<file path="src/rtl/core/qsu_pkg.sv">
// ============================================================================
// qsu_pkg
// Shared types, codes and character helpers of the quoted string unescaper.
// ============================================================================
package qsu_pkg;

	// Parse phases.
	localparam logic [1:0] PH_IDLE = 2'd0;  // expect opening quote
	localparam logic [1:0] PH_STR  = 2'd1;  // inside the string
	localparam logic [1:0] PH_ESC  = 2'd2;  // after a backslash
	localparam logic [1:0] PH_HEX1 = 2'd3;  // after one hex digit

	// Status codes of a result.
	localparam logic [1:0] ST_RUN   = 2'd0;
	localparam logic [1:0] ST_OK    = 2'd1;
	localparam logic [1:0] ST_PAUSE = 2'd2;
	localparam logic [1:0] ST_ERR   = 2'd3;

	// Configuration register indexes.
	localparam int unsigned CFG_IDX_W  = 1;
	localparam int unsigned CFG_DATA_W = 1;
	localparam logic [CFG_IDX_W-1:0] CFG_HEX_ESCAPES  = 1'd0;
	localparam logic [CFG_IDX_W-1:0] CFG_CONTINUATION = 1'd1;

	// Characters of interest.
	localparam logic [7:0] CH_EOB    = 8'h00;
	localparam logic [7:0] CH_QUOTE  = 8'h22;
	localparam logic [7:0] CH_BSLASH = 8'h5C;
	localparam logic [7:0] CH_0      = 8'h30;
	localparam logic [7:0] CH_9      = 8'h39;
	localparam logic [7:0] CH_LA     = 8'h61;
	localparam logic [7:0] CH_LF     = 8'h66;
	localparam logic [7:0] CH_UA     = 8'h41;
	localparam logic [7:0] CH_UF     = 8'h46;
	localparam logic [7:0] LOWER_OFS = 8'd87;  // 'a' - 10
	localparam logic [7:0] UPPER_OFS = 8'd55;  // 'A' - 10

	// Default depth of the result queue.
	localparam int unsigned QUEUE_DEPTH = 4;

	typedef struct packed {
		logic       has_byte;
		logic [7:0] out_byte;
		logic [1:0] status;
		logic       last;
	} res_t;

	typedef struct packed {
		logic       ok;
		logic [3:0] val;
	} hex_t;

	typedef struct packed {
		res_t       res;
		logic [1:0] phase;
	} str_t;

	// Everything one byte produces.
	typedef struct packed {
		logic       two;
		res_t       res0;
		res_t       res1;
		logic [1:0] phase;
		logic [3:0] hex_value;
	} dec_t;

	function automatic res_t mk_res(input logic has, input logic [7:0] b,
			input logic [1:0] st, input logic lst);
		res_t r;
		r.has_byte = has;
		r.out_byte = has ? b : 8'h00;
		r.status   = st;
		r.last     = lst;
		return r;
	endfunction

	function automatic hex_t hex_val(input logic [7:0] c);
		hex_t h;
		h.ok  = 1'b1;
		h.val = 4'h0;
		if (c >= CH_0 && c <= CH_9) begin
			h.val = c[3:0];
		end else if (c >= CH_LA && c <= CH_LF) begin
			h.val = 4'(c - LOWER_OFS);
		end else if (c >= CH_UA && c <= CH_UF) begin
			h.val = 4'(c - UPPER_OFS);
		end else begin
			h.ok = 1'b0;
		end
		return h;
	endfunction

	// A byte seen inside the string; always the final result of its byte.
	function automatic str_t in_string(input logic [7:0] c, input logic cont);
		str_t s;
		if (c == CH_EOB) begin
			s.res   = mk_res(1'b0, 8'h00, cont ? ST_PAUSE : ST_ERR, 1'b1);
			s.phase = cont ? PH_STR : PH_IDLE;
		end else if (c == CH_QUOTE) begin
			s.res   = mk_res(1'b0, 8'h00, ST_OK, 1'b1);
			s.phase = PH_IDLE;
		end else if (c == CH_BSLASH) begin
			s.res   = mk_res(1'b0, 8'h00, ST_RUN, 1'b1);
			s.phase = PH_ESC;
		end else begin
			s.res   = mk_res(1'b1, c, ST_RUN, 1'b1);
			s.phase = PH_STR;
		end
		return s;
	endfunction

endpackage

</file>
<file path="src/rtl/core/qsu_decode.sv">
// ============================================================================
// qsu_decode
// Next-phase and result logic for one text byte.
// ============================================================================
module qsu_decode import qsu_pkg::*; (
	input  logic [7:0] ch,
	input  logic [1:0] phase,
	input  logic [3:0] hex_value,
	input  logic       hex_escapes,
	input  logic       continuation,
	output dec_t       dec
);

	hex_t h;
	str_t s;

	assign h = hex_val(ch);
	assign s = in_string(ch, continuation);

	always_comb begin
		dec.two       = 1'b0;
		dec.res0      = mk_res(1'b0, 8'h00, ST_RUN, 1'b1);
		dec.res1      = mk_res(1'b0, 8'h00, ST_RUN, 1'b1);
		dec.phase     = phase;
		dec.hex_value = hex_value;
		unique case (phase)
			PH_IDLE: begin
				if (ch == CH_QUOTE) begin
					dec.phase = PH_STR;
				end else begin
					dec.res0  = mk_res(1'b0, 8'h00, ST_ERR, 1'b1);
					dec.phase = PH_IDLE;
				end
			end
			PH_STR: begin
				dec.res0  = s.res;
				dec.phase = s.phase;
			end
			PH_ESC: begin
				if (ch == CH_BSLASH || ch == CH_QUOTE) begin
					dec.res0  = mk_res(1'b1, ch, ST_RUN, 1'b1);
					dec.phase = PH_STR;
				end else if (hex_escapes && h.ok) begin
					dec.hex_value = h.val;
					dec.phase     = PH_HEX1;
				end else begin
					dec.res0  = mk_res(1'b0, 8'h00, ST_ERR, 1'b1);
					dec.phase = PH_IDLE;
				end
			end
			PH_HEX1: begin
				dec.hex_value = 4'h0;
				if (h.ok) begin
					dec.res0  = mk_res(1'b1, {hex_value, h.val}, ST_RUN, 1'b1);
					dec.phase = PH_STR;
				end else begin
					// The lone digit becomes a byte, then this byte is handled
					// as ordinary string content.
					dec.two   = 1'b1;
					dec.res0  = mk_res(1'b1, {4'h0, hex_value}, ST_RUN, 1'b0);
					dec.res1  = s.res;
					dec.phase = s.phase;
				end
			end
			default: begin
				dec.phase = PH_IDLE;
			end
		endcase
	end

endmodule

</file>
<file path="src/rtl/core/qsu_out_queue.sv">
// ============================================================================
// qsu_out_queue
// Small result queue that takes one or two results per beat and hands out one.
// ============================================================================
module qsu_out_queue import qsu_pkg::*; #(
	parameter int unsigned DEPTH = QUEUE_DEPTH
) (
	input  logic clk,
	input  logic arst_n,
	input  logic push,
	input  logic push_two,
	input  res_t entry0,
	input  res_t entry1,
	output logic room,
	output logic out_valid,
	input  logic out_stall,
	output res_t head
);

	localparam int unsigned PTR_W = (DEPTH > 1) ? $clog2(DEPTH) : 1;
	localparam int unsigned CNT_W = $clog2(DEPTH + 1);

	res_t             mem [DEPTH];
	logic [PTR_W-1:0] wr_q;
	logic [PTR_W-1:0] rd_q;
	logic [CNT_W-1:0] count_q;
	logic [PTR_W-1:0] wr_next;
	logic             pop;
	logic [1:0]       push_n;

	function automatic logic [PTR_W-1:0] wrap_inc(input logic [PTR_W-1:0] p);
		return (p == PTR_W'(DEPTH - 1)) ? '0 : PTR_W'(p + 1'b1);
	endfunction

	assign wr_next   = wrap_inc(wr_q);
	assign pop       = out_valid && !out_stall;
	assign out_valid = (count_q != '0);
	assign head      = mem[rd_q];
	assign room      = (count_q <= CNT_W'(DEPTH - 2));
	assign push_n    = push ? (push_two ? 2'd2 : 2'd1) : 2'd0;

	always_ff @(posedge clk) begin
		if (push) begin
			mem[wr_q] <= entry0;
			if (push_two) begin
				mem[wr_next] <= entry1;
			end
		end
	end

	always_ff @(posedge clk or negedge arst_n) begin
		if (!arst_n) begin
			wr_q    <= '0;
			rd_q    <= '0;
			count_q <= '0;
		end else begin
			if (push) begin
				wr_q <= push_two ? wrap_inc(wr_next) : wr_next;
			end
			if (pop) begin
				rd_q <= wrap_inc(rd_q);
			end
			count_q <= count_q + CNT_W'(push_n) - CNT_W'(pop);
		end
	end

	a_count_bound: assert property (@(posedge clk) disable iff (!arst_n)
		count_q <= CNT_W'(DEPTH))
		else $error("result queue count above depth");

	a_push_fits: assert property (@(posedge clk) disable iff (!arst_n)
		push |-> count_q <= CNT_W'(DEPTH - 2))
		else $error("result queue written without room for two results");

endmodule

</file>
<file path="src/rtl/core/quoted_string_unescaper.sv">
// ============================================================================
// quoted_string_unescaper
// Parses a double-quoted string one text byte per beat and emits the
// unescaped content bytes together with a parse status.
// ============================================================================
//
//   Channel  Direction  Handshake              Payload
//   -------  ---------  ---------------------  ---------------------------------
//   in       sink       in_valid / in_stall    ch
//   out      source     out_valid / out_stall  has_byte, out_byte, status, last
//   cfg      sink       cfg_we                 cfg_index, cfg_data
//
// A byte is decoded in the cycle it is taken and its results land in the
// result queue at that edge, so they are registered before they are offered.
// One byte per cycle is sustained while in_stall is low; a byte that yields
// two results (a lone hex digit followed by a non-hex byte) takes two reads
// on the queue's single read port. in_stall rises when the queue lacks room
// for two results. Reset returns the parser to "expect opening quote" and
// clears both configuration registers; the queue comes out of reset empty.
//
module quoted_string_unescaper import qsu_pkg::*; #(
	parameter int unsigned QDEPTH = QUEUE_DEPTH
) (
	input  logic                  clk,
	input  logic                  arst_n,
	input  logic                  in_valid,
	output logic                  in_stall,
	input  logic [7:0]            ch,
	output logic                  out_valid,
	input  logic                  out_stall,
	output logic                  has_byte,
	output logic [7:0]            out_byte,
	output logic [1:0]            status,
	output logic                  last,
	input  logic                  cfg_we,
	input  logic [CFG_IDX_W-1:0]  cfg_index,
	input  logic [CFG_DATA_W-1:0] cfg_data
);

	// Parser state and configuration.
	logic [1:0] phase_q;
	logic [3:0] hex_value_q;
	logic       hex_escapes_q;
	logic       continuation_q;

	logic accept;
	logic room;
	dec_t dec;
	res_t head;

	assign in_stall = !room;
	assign accept   = in_valid && !in_stall;

	// The whole per-byte decision is one shallow block of logic on the
	// incoming byte and the current phase.
	qsu_decode u_decode (
		.ch           (ch),
		.phase        (phase_q),
		.hex_value    (hex_value_q),
		.hex_escapes  (hex_escapes_q),
		.continuation (continuation_q),
		.dec          (dec)
	);

	// Results wait here, so new bytes keep flowing while the consumer stalls, as long as the queue has room.
	qsu_out_queue #(
		.DEPTH (QDEPTH)
	) u_queue (
		.clk       (clk),
		.arst_n    (arst_n),
		.push      (accept),
		.push_two  (dec.two),
		.entry0    (dec.res0),
		.entry1    (dec.res1),
		.room      (room),
		.out_valid (out_valid),
		.out_stall (out_stall),
		.head      (head)
	);

	assign has_byte = head.has_byte;
	assign out_byte = head.out_byte;
	assign status   = head.status;
	assign last     = head.last;

	// Parser state advances only on an accepted beat.
	always_ff @(posedge clk or negedge arst_n) begin
		if (!arst_n) begin
			phase_q     <= PH_IDLE;
			hex_value_q <= 4'h0;
		end else if (accept) begin
			phase_q     <= dec.phase;
			hex_value_q <= dec.hex_value;
		end
	end

	// Configuration writes; they take effect from the next byte on.
	always_ff @(posedge clk or negedge arst_n) begin
		if (!arst_n) begin
			hex_escapes_q  <= 1'b0;
			continuation_q <= 1'b0;
		end else if (cfg_we) begin
			unique case (cfg_index)
				CFG_HEX_ESCAPES:  hex_escapes_q  <= cfg_data[0];
				CFG_CONTINUATION: continuation_q <= cfg_data[0];
				default: ;
			endcase
		end
	end

	// A pending hex digit only lives while the parser waits for the second one.
	a_hex_cleared: assert property (@(posedge clk) disable iff (!arst_n)
		phase_q != PH_HEX1 |-> hex_value_q == 4'h0)
		else $error("hex digit left pending outside the hex phase");

	// A missing opening quote keeps the parser waiting for one.
	a_idle_stays: assert property (@(posedge clk) disable iff (!arst_n)
		accept && phase_q == PH_IDLE && ch != CH_QUOTE |=> phase_q == PH_IDLE)
		else $error("parser left idle without an opening quote");

	// Hex escapes cannot start while they are disabled.
	a_hex_gated: assert property (@(posedge clk) disable iff (!arst_n)
		accept && phase_q == PH_ESC && !hex_escapes_q |=> phase_q != PH_HEX1)
		else $error("hex escape started while hex escapes are off");

endmodule
</file>
<file path="config.mk">
export PLATFORM = sky130hd
export DESIGN_NAME = quoted_string_unescaper
export DESIGN_NICKNAME = d
export VERILOG_FILES = /design/src/rtl/core/qsu_pkg.sv /design/src/rtl/core/qsu_decode.sv /design/src/rtl/core/qsu_out_queue.sv /design/src/rtl/core/quoted_string_unescaper.sv
export SDC_FILE = /design/constraint.sdc
export NUM_CORES = 1
export LEC_CHECK = 0
export BUFFER_PORTS_ARGS = -buffer_cell sky130_fd_sc_hd__buf_2
export CAP_MARGIN = 40
export CORE_MARGIN = 1.5
export CORE_UTILIZATION = 45
export DETAILED_ROUTE_END_ITERATION = 6
export GPL_TIMING_DRIVEN = 0
export PLACE_DENSITY = 0.67
export SLEW_MARGIN = 20
export SYNTH_ARGS = -nofsm -noshare
export SYNTH_HDL_FRONTEND = slang
export SYNTH_SLANG_ARGS = --single-unit
</file>
<file path="constraint.sdc">
create_clock -name clk -period 3.4 [get_ports clk]
set_input_delay 0.85 -clock clk [delete_from_list [all_inputs] [get_ports clk]]
set_output_delay 0.85 -clock clk [all_outputs]
set_load 0.01 [all_outputs]
</file>
==> flow_metrics.py, run 1 <==
metrics = {
    "cts": {
        "htreeDepth": 3,
        "cts_tree": "built",
        "clkLatencyLatePin_ps": 350,
        "clk_pin_slew_worst_paths_ps": 70,
        "cts.sinks": 63,
        "numCtsBuffers": 9,
        "clk_path_buf_depth": 2,
        "root_buffer": "clkbuf_8",
    },
    "global_route": {
        "grt_pass1_vias": 2808,
        "grt_max_degree": 16,
        "overflow": 0,
        "antenna_found_initial": 0,
        "grt_pass1_wl_mm": 14.7,
        "grt_usage": 0.226,
    },
    "timing": {
        "fin_skew_ps": 6.01,
        "hold_viol_final": 0,
        "slew_headroom": 0.505,
        "fmax_mhz": 326,
        "setup_viol": 0,
        "rsz0062_at_grt": "false",
        "final.period_utilization": 0.903,
        "finalWorstSetupSlack_ps": 330,
        "worstMarginPinSlew_ps": 741,
        "slew_violations": 0,
        "fin_hold_ws_ps": 398,
        "fin_crit_ps": 3070,
    },
    "final_layout": {
        "final_core_util": 0.528,
        "drive_gt1_frac": 0.245,
        "finalInstanceArea_um2": 4300,
        "finalNetCount": 401,
        "antennaDiodeCount": 0,
        "fillers": 705,
        "area_delta_synth_final_pct": 14.9,
    },
    "placement": {
        "dpl_cell_area_um2": 4030,
        "portBuffers": 28,
        "place.gp.congestion": 0.925,
        "dpl_worst_slack_ps": -517,
        "hpwl_mm": 7.04,
    },
    "die": {
        "dieArea_um2": 8860,
        "pin_count": 29,
        "die_w_um": 94.2,
        "die_h_um": 94.2,
        "start_util": 0.460,
        "core_um2": 8130,
        "rows": 33,
    },
    "synth": {
        "ys_warn_count": 0,
        "syn_inst": 328,
        "synth_top_area_frac": 0.353,
        "yosysTopAreaCell": "edfxtp_1",
        "synth.most_common_cell": "edfxtp_1",
        "syn_area_per_cell_um2": 11.4,
        "synth.distinct_cells": 61,
        "synth-seq-cells": 63,
        "yosysSeqAreaShare": 0.475,
        "synth_edf_count": 44,
        "syn_nets": 358,
        "async_flop_share": 0.238,
        "ys_top_cells_by_area": "edfxtp_1 35%, dfrtp_1 10%, mux4_2 7.2%",
        "synth.top_cells.by_count": "44 x edfxtp_1, 37 x nand2_1, 19 x o21ai_0",
        "syn_area_um2": 3740,
        "synth_ff_type": "edfxtp_1",
    },
    "run_status": {
        "status": "finished, final reports clean",
    },
    "drt": {
        "drc": 0,
        "routedWlPerCell_um": 19.7,
        "drtIter0Drc": 204,
        "drtAntennaViolNets": 0,
        "drt_first_pass_iters": 5,
        "wirelength_mm": 9.48,
        "num_vias": 2904,
        "viasPerCell": 6.05,
    },
    "pwr": {
        "power_density_nw_per_um2": 662,
        "p_leak_nw": 1.64,
        "peakVddDrop_mv": 0.225,
    },
    "critical_path": {
        "critPathRequiredTime_ps": 3470,
        "end_kind": "flip-flop",
        "startpoint_type": "input pin",
        "cp_max_fo": 8,
        "critPathArrivalTime_ps": 3140,
        "crit_type": "in2reg",
    },
    "flow_run": {
        "drv_cap": 0,
    },
    "worst_hold_path": {
        "hp-class": "in2async",
    },
}
per-stage QoR:
| stage | power (mW) | std cells | setup TNS [ps] |
|---|---|---|---|
| after global placement | 2.12 | 461 | -47320 |
| after floorplan | 1.82 | 328 | -9820 |
| after global routing | 3.01 | 480 | 0 |
| after detailed placement | 2.16 | 463 | -22580 |
| after CTS | 2.84 | 478 | 0 |
| final | 2.84 | 480 | 0 |
report_power, final:
part | switching, mW | internal (mW)
sequential | 0.0744 | 0.971
combinational | 0.640 | 0.482
clock | 0.278 | 0.399
layout by cell type, fill, tap and decap left out, types with 4 or more instances in the layout:
cell	netlist	routed
mux2_2	4	4
clkbuf_8	0	9
o21ai_4	1	4
edfxtp_1	44	44
dfrtp_1	15	15
a22o_1	4	4
nor3_1	10	10
o21ai_0	19	16
o32ai_1	6	6
mux4_2	12	12
a21o_1	11	11
nand2_1	37	37
a21oi_1	14	14
a2bb2oi_1	4	4
nor2_1	12	12
o2bb2ai_1	13	13
inv_1	14	14
dfxtp_1	4	4
clkbuf_1	11	10
buf_2	5	33
o22ai_1	11	11
ha_1	14	14
registers in the layout, indices dropped and copies added (netlist names):
signal	flops
hex_escapes_q	1
u_queue.mem	48
phase_q	2
u_queue.rd_q	2
u_queue.wr_q	2
hex_value_q	4
continuation_q	1
u_queue.count_q	3
layer usage:
layer	GRT usage	routed length (µm)
met3	0.0469	625
met5	0	0
met4	0.0858	151
met2	0.369	4750
met1	0.294	3940
repair_timing:
action	CTS	global route
gates resized for setup	5	3
pin swaps	0	2
hold buffers	0	0
endpoints found under the setup margin	36	38
setup buffers	0	1
worst paths after layout:
path	from	endpoint	cells after the start	slack, ps
max	ch[4]	u_queue.mem[3][1]	7	330
min	arst_n	u_queue.count_q[0]	1	400
max reg2reg	u_queue.count_q[0]	u_queue.mem[2][4]	7	590
min reg2reg	u_queue.mem[3][0]	u_queue.mem[3][0]	2	450
max in group asynchronous	arst_n	hex_value_q[0]	1	2750
min in group clk	u_queue.mem[3][0]	u_queue.mem[3][0]	2	450
critical path, cell delays in order:
cell      delay, ps
buf_2           150
or4b_1          550
a311oi_2        500
o21ai_0         270
a21oi_1         470
or2_1           190
o221ai_1        150
area by class of cell:
class | instances | area [µm²] | area share
plain buffers | 16 | 66.3 | 0.0154
clock buffers | 9 | 124 | 0.0288
clock inverters | 6 | 76.3 | 0.0178
inverters | 14 | 52.6 | 0.0122
multi-input cells | 234 | 1890 | 0.440
flip-flops and latches | 63 | 1780 | 0.414
well taps | 105 | 131 | 0.0306
repair buffers | 33 | 179 | 0.0416
logic make-up after synthesis:
kind of cell    share of synthesized area
compound gates                      0.230
xor+xnor                          0.00703
fa+ha+maj                          0.0522
buf+inv                            0.0328
flops                               0.475
mux                                0.0870
simple gates                        0.116
No activity file was read; power rests on OpenSTA's default activity.
==> inputs of run 2 (changes only) <==
--- a/config.mk
+++ b/config.mk
@@ -11,8 +11,9 @@
 export CORE_UTILIZATION = 45
 export DETAILED_ROUTE_END_ITERATION = 6
 export GPL_TIMING_DRIVEN = 0
-export PLACE_DENSITY = 0.67
+export PLACE_DENSITY = 0.66
 export SLEW_MARGIN = 20
 export SYNTH_ARGS = -nofsm -noshare
 export SYNTH_HDL_FRONTEND = slang
+export SYNTH_HIERARCHICAL = 1
 export SYNTH_SLANG_ARGS = --single-unit
==> run 2 against run 1 <==
Design area is 4.8% higher. First-iteration DRC count shrank 45%. Via count fell by 13%. Maximum frequency shrank 7.4%. Critical path type unchanged. Global-route usage down 2.5 points. Largest power group is now sequential cells. Highest routed layer unchanged. Total power shrank 6.1%. Clock-buffer cell count stayed put. Die area is 4.8% higher. Worst setup slack got worse by 250 ps.
==> flow_metrics.py, run 2 <==
metrics = {
    "pwr": {
        "power_density_nw_per_um2": 593,
        "power_mw": 2.67,
        "clockPowerShare": 0.245,
        "power_switching_mw": 0.881,
        "seq_power_share": 0.385,
        "switching_share": 0.330,
        "p_int_mw": 1.79,
        "p_leak_nw": 1.75,
        "peakVddDrop_mv": 0.260,
        "comb_power_share": 0.370,
    },
    "timing": {
        "slew_headroom": 0.442,
        "setup_tns_ps": 0,
        "fin_skew_ps": 7.55,
        "finalWorstSetupSlack_ps": 83.2,
        "final.period_utilization": 0.976,
        "slew_violations": 0,
        "hold_viol_final": 0,
        "setup_viol": 0,
        "fin_crit_ps": 3320,
        "fmax_mhz": 301,
        "worstMarginPinSlew_ps": 831,
    },
    "die": {
        "rows": 33,
        "die_w_um": 96.4,
        "core_um2": 8340,
        "dieArea_um2": 9290,
        "start_util": 0.470,
        "die_h_um": 96.4,
        "pin_count": 29,
    },
    "flow_run": {
        "drv_cap": 0,
    },
    "drt": {
        "wirelength_mm": 8.38,
        "num_vias": 2512,
        "routedWlPerCell_um": 19.0,
        "drc": 0,
        "drtIter0Drc": 112,
        "drtAntennaViolNets": 0,
        "viasPerCell": 5.71,
        "drt_first_pass_iters": 5,
    },
    "cts": {
        "cts_tree": "built",
        "clk_pin_slew_worst_paths_ps": 70,
        "clkLatencyLatePin_ps": 340,
        "cts.sinks": 63,
        "numCtsBuffers": 9,
        "root_buffer": "clkbuf_8",
        "clk_path_buf_depth": 2,
        "htreeDepth": 3,
    },
    "critical_path": {
        "crit_type": "in2reg",
        "startpoint_type": "input pin",
        "critPathArrivalTime_ps": 3550,
        "cp_max_fo": 22,
        "end_kind": "flip-flop",
        "worst_r2r_path_depth": 13,
        "critPathRequiredTime_ps": 3630,
    },
    "synth": {
        "synth_ff_type": "edfxtp_1",
        "synth.top_cells.by_count": "48 x edfxtp_1, 44 x mux2_2, 15 x dfrtp_1",
        "yosysSeqAreaShare": 0.463,
        "synth.distinct_cells": 57,
        "ys_top_cells_by_area": "edfxtp_1 37%, mux2_2 13%, dfrtp_1 9.6%",
        "synth-seq-cells": 63,
        "syn_area_per_cell_um2": 13.5,
        "synth_top_area_frac": 0.367,
        "syn_nets": 319,
        "syn_inst": 290,
        "ys_warn_count": 6,
        "async_flop_share": 0.238,
        "synth_edf_count": 48,
        "yosysTopAreaCell": "edfxtp_1",
        "synth.most_common_cell": "edfxtp_1",
        "syn_area_um2": 3920,
    },
    "final_layout": {
        "area_delta_synth_final_pct": 14.8,
        "mostFrequentLayoutCells": "48 x edfxtp_1, 44 x mux2_2, 29 x buf_2",
        "antennaDiodeCount": 0,
        "top_regs": "u_queue/mem: 48 flops, hex_value_q: 4 flops, u_queue/count_q: 3 flops",
        "mostFrequentLayoutCell": "edfxtp_1",
        "drive_gt1_frac": 0.469,
        "finalNetCount": 359,
        "largest_register_ff_count": 48,
        "final_cells": 440,
        "regMostFlops": "u_queue/mem",
        "fillers": 715,
        "finalInstanceArea_um2": 4500,
    },
    "placement": {
        "portBuffers": 27,
        "place.gp.congestion": 0.829,
        "dpl_worst_slack_ps": -489,
        "dp_cells": 422,
        "dpl_cell_area_um2": 4240,
        "hpwl_mm": 5.82,
    },
    "global_route": {
        "antenna_found_initial": 0,
        "grt_max_degree": 16,
        "overflow": 0,
        "grt_usage": 0.202,
        "grt_pass1_vias": 2553,
        "grt_pass1_wl_mm": 13.4,
    },
    "worst_hold_path": {
        "hp-class": "in2async",
    },
    "run_status": {
        "status": "finished, final reports clean",
    },
}
==> run 2: worst paths after layout <==
kind	start	to	slack, ps
worst max-delay path	ch[4]	u_queue/count_q[2]	80
worst min-delay path	arst_n	u_queue/count_q[2]	410
worst max register to register	phase_q[1]	u_queue/count_q[2]	620
worst min register to register	u_queue/count_q[2]	u_queue/count_q[2]	520
max in group asynchronous	arst_n	continuation_q	2720
min in group clk	u_queue/count_q[2]	u_queue/count_q[2]	520
==> run 2: cell families (layout without fill, tap and decap cells) <==
logic type / after synthesis / count (layout) / synth area share
other: 1 / 1 / 0.000956
multiplexers: 71 / 71 / 0.251
XOR/XNOR: 3 / 3 / 0.00670
adder cells (fa/ha/maj): 14 / 14 / 0.0466
flip-flops: 63 / 63 / 0.463
buffers and inverters: 28 / 73 / 0.0434
AND/OR/NAND/NOR: 71 / 71 / 0.111
AO/OA/AOI/OAI: 39 / 39 / 0.0766
==> run 2: critical path: stages <==
cell,delay (ps)
buf_2,140
or4b_4,570
a311oi_4,260
or3_4,180
buf_6,120
inv_2,50
buf_8,150
nand2b_4,160
ha_4,210
inv_2,50
ha_4,110
inv_2,30
fa_2,360
xor2_2,170
xnor2_1,130
==> run 2: per-layer routing <==
layer / vias to the layer above / routed length, µm / share of wire / track usage
met5: - / 0 / 0 / 0
met4: 0 / 90 / 0.011 / 0.0676
met3: 8 / 337 / 0.040 / 0.0553
met2: 75 / 4100 / 0.49 / 0.325
met1: 1239 / 3860 / 0.46 / 0.262
li1: 1190 / - / - / -
==> run 2: cell type report <==
cell class | instances | area (µm²) | share of cell area
multi-input combinational | 199 | 2030 | 0.451
sequential | 63 | 1820 | 0.403
timing repair buffer | 30 | 163 | 0.0361
tap | 105 | 131 | 0.0292
clock buffer | 9 | 124 | 0.0275
buffer | 14 | 118 | 0.0261
clock inverter | 7 | 72.6 | 0.0161
inverter | 13 | 48.8 | 0.0108
==> run 2: power by group through the flow <==
| stage | logic, mW | registers (mW) | clock network, mW |
|---|---|---|---|
| after floorplan | 0.724 | 1.03 | 0 |
| after global placement | 0.941 | 1.04 | 0 |
| after detailed placement | 0.979 | 1.05 | 0 |
| after CTS | 0.986 | 1.03 | 0.668 |
| after global routing | 1.10 | 1.04 | 0.701 |
| final | 0.987 | 1.03 | 0.654 |
==> run 2: repair_timing <==
| item | CTS | global route |
|---|---|---|
| setup endpoints to repair | 2 | 14 |
| hold buffers | 0 | 0 |
| pin swaps | 2 | 2 |
| setup buffers | 3 | 0 |
| resized for setup | 5 | 8 |
| endpoints found under the hold margin | 0 | 0 |
==> run 2: stage by stage <==
| step | hold slack, ps | utilization |
|---|---|---|
| 2_1_floorplan | 469 | - |
| 3_3_place_gp | 494 | 0.507 |
| 3_5_place_dp | 500 | 0.508 |
| 4_1_cts | 408 | 0.538 |
| 5_1_grt | 414 | 0.540 |
| 6_report | 411 | 0.540 |
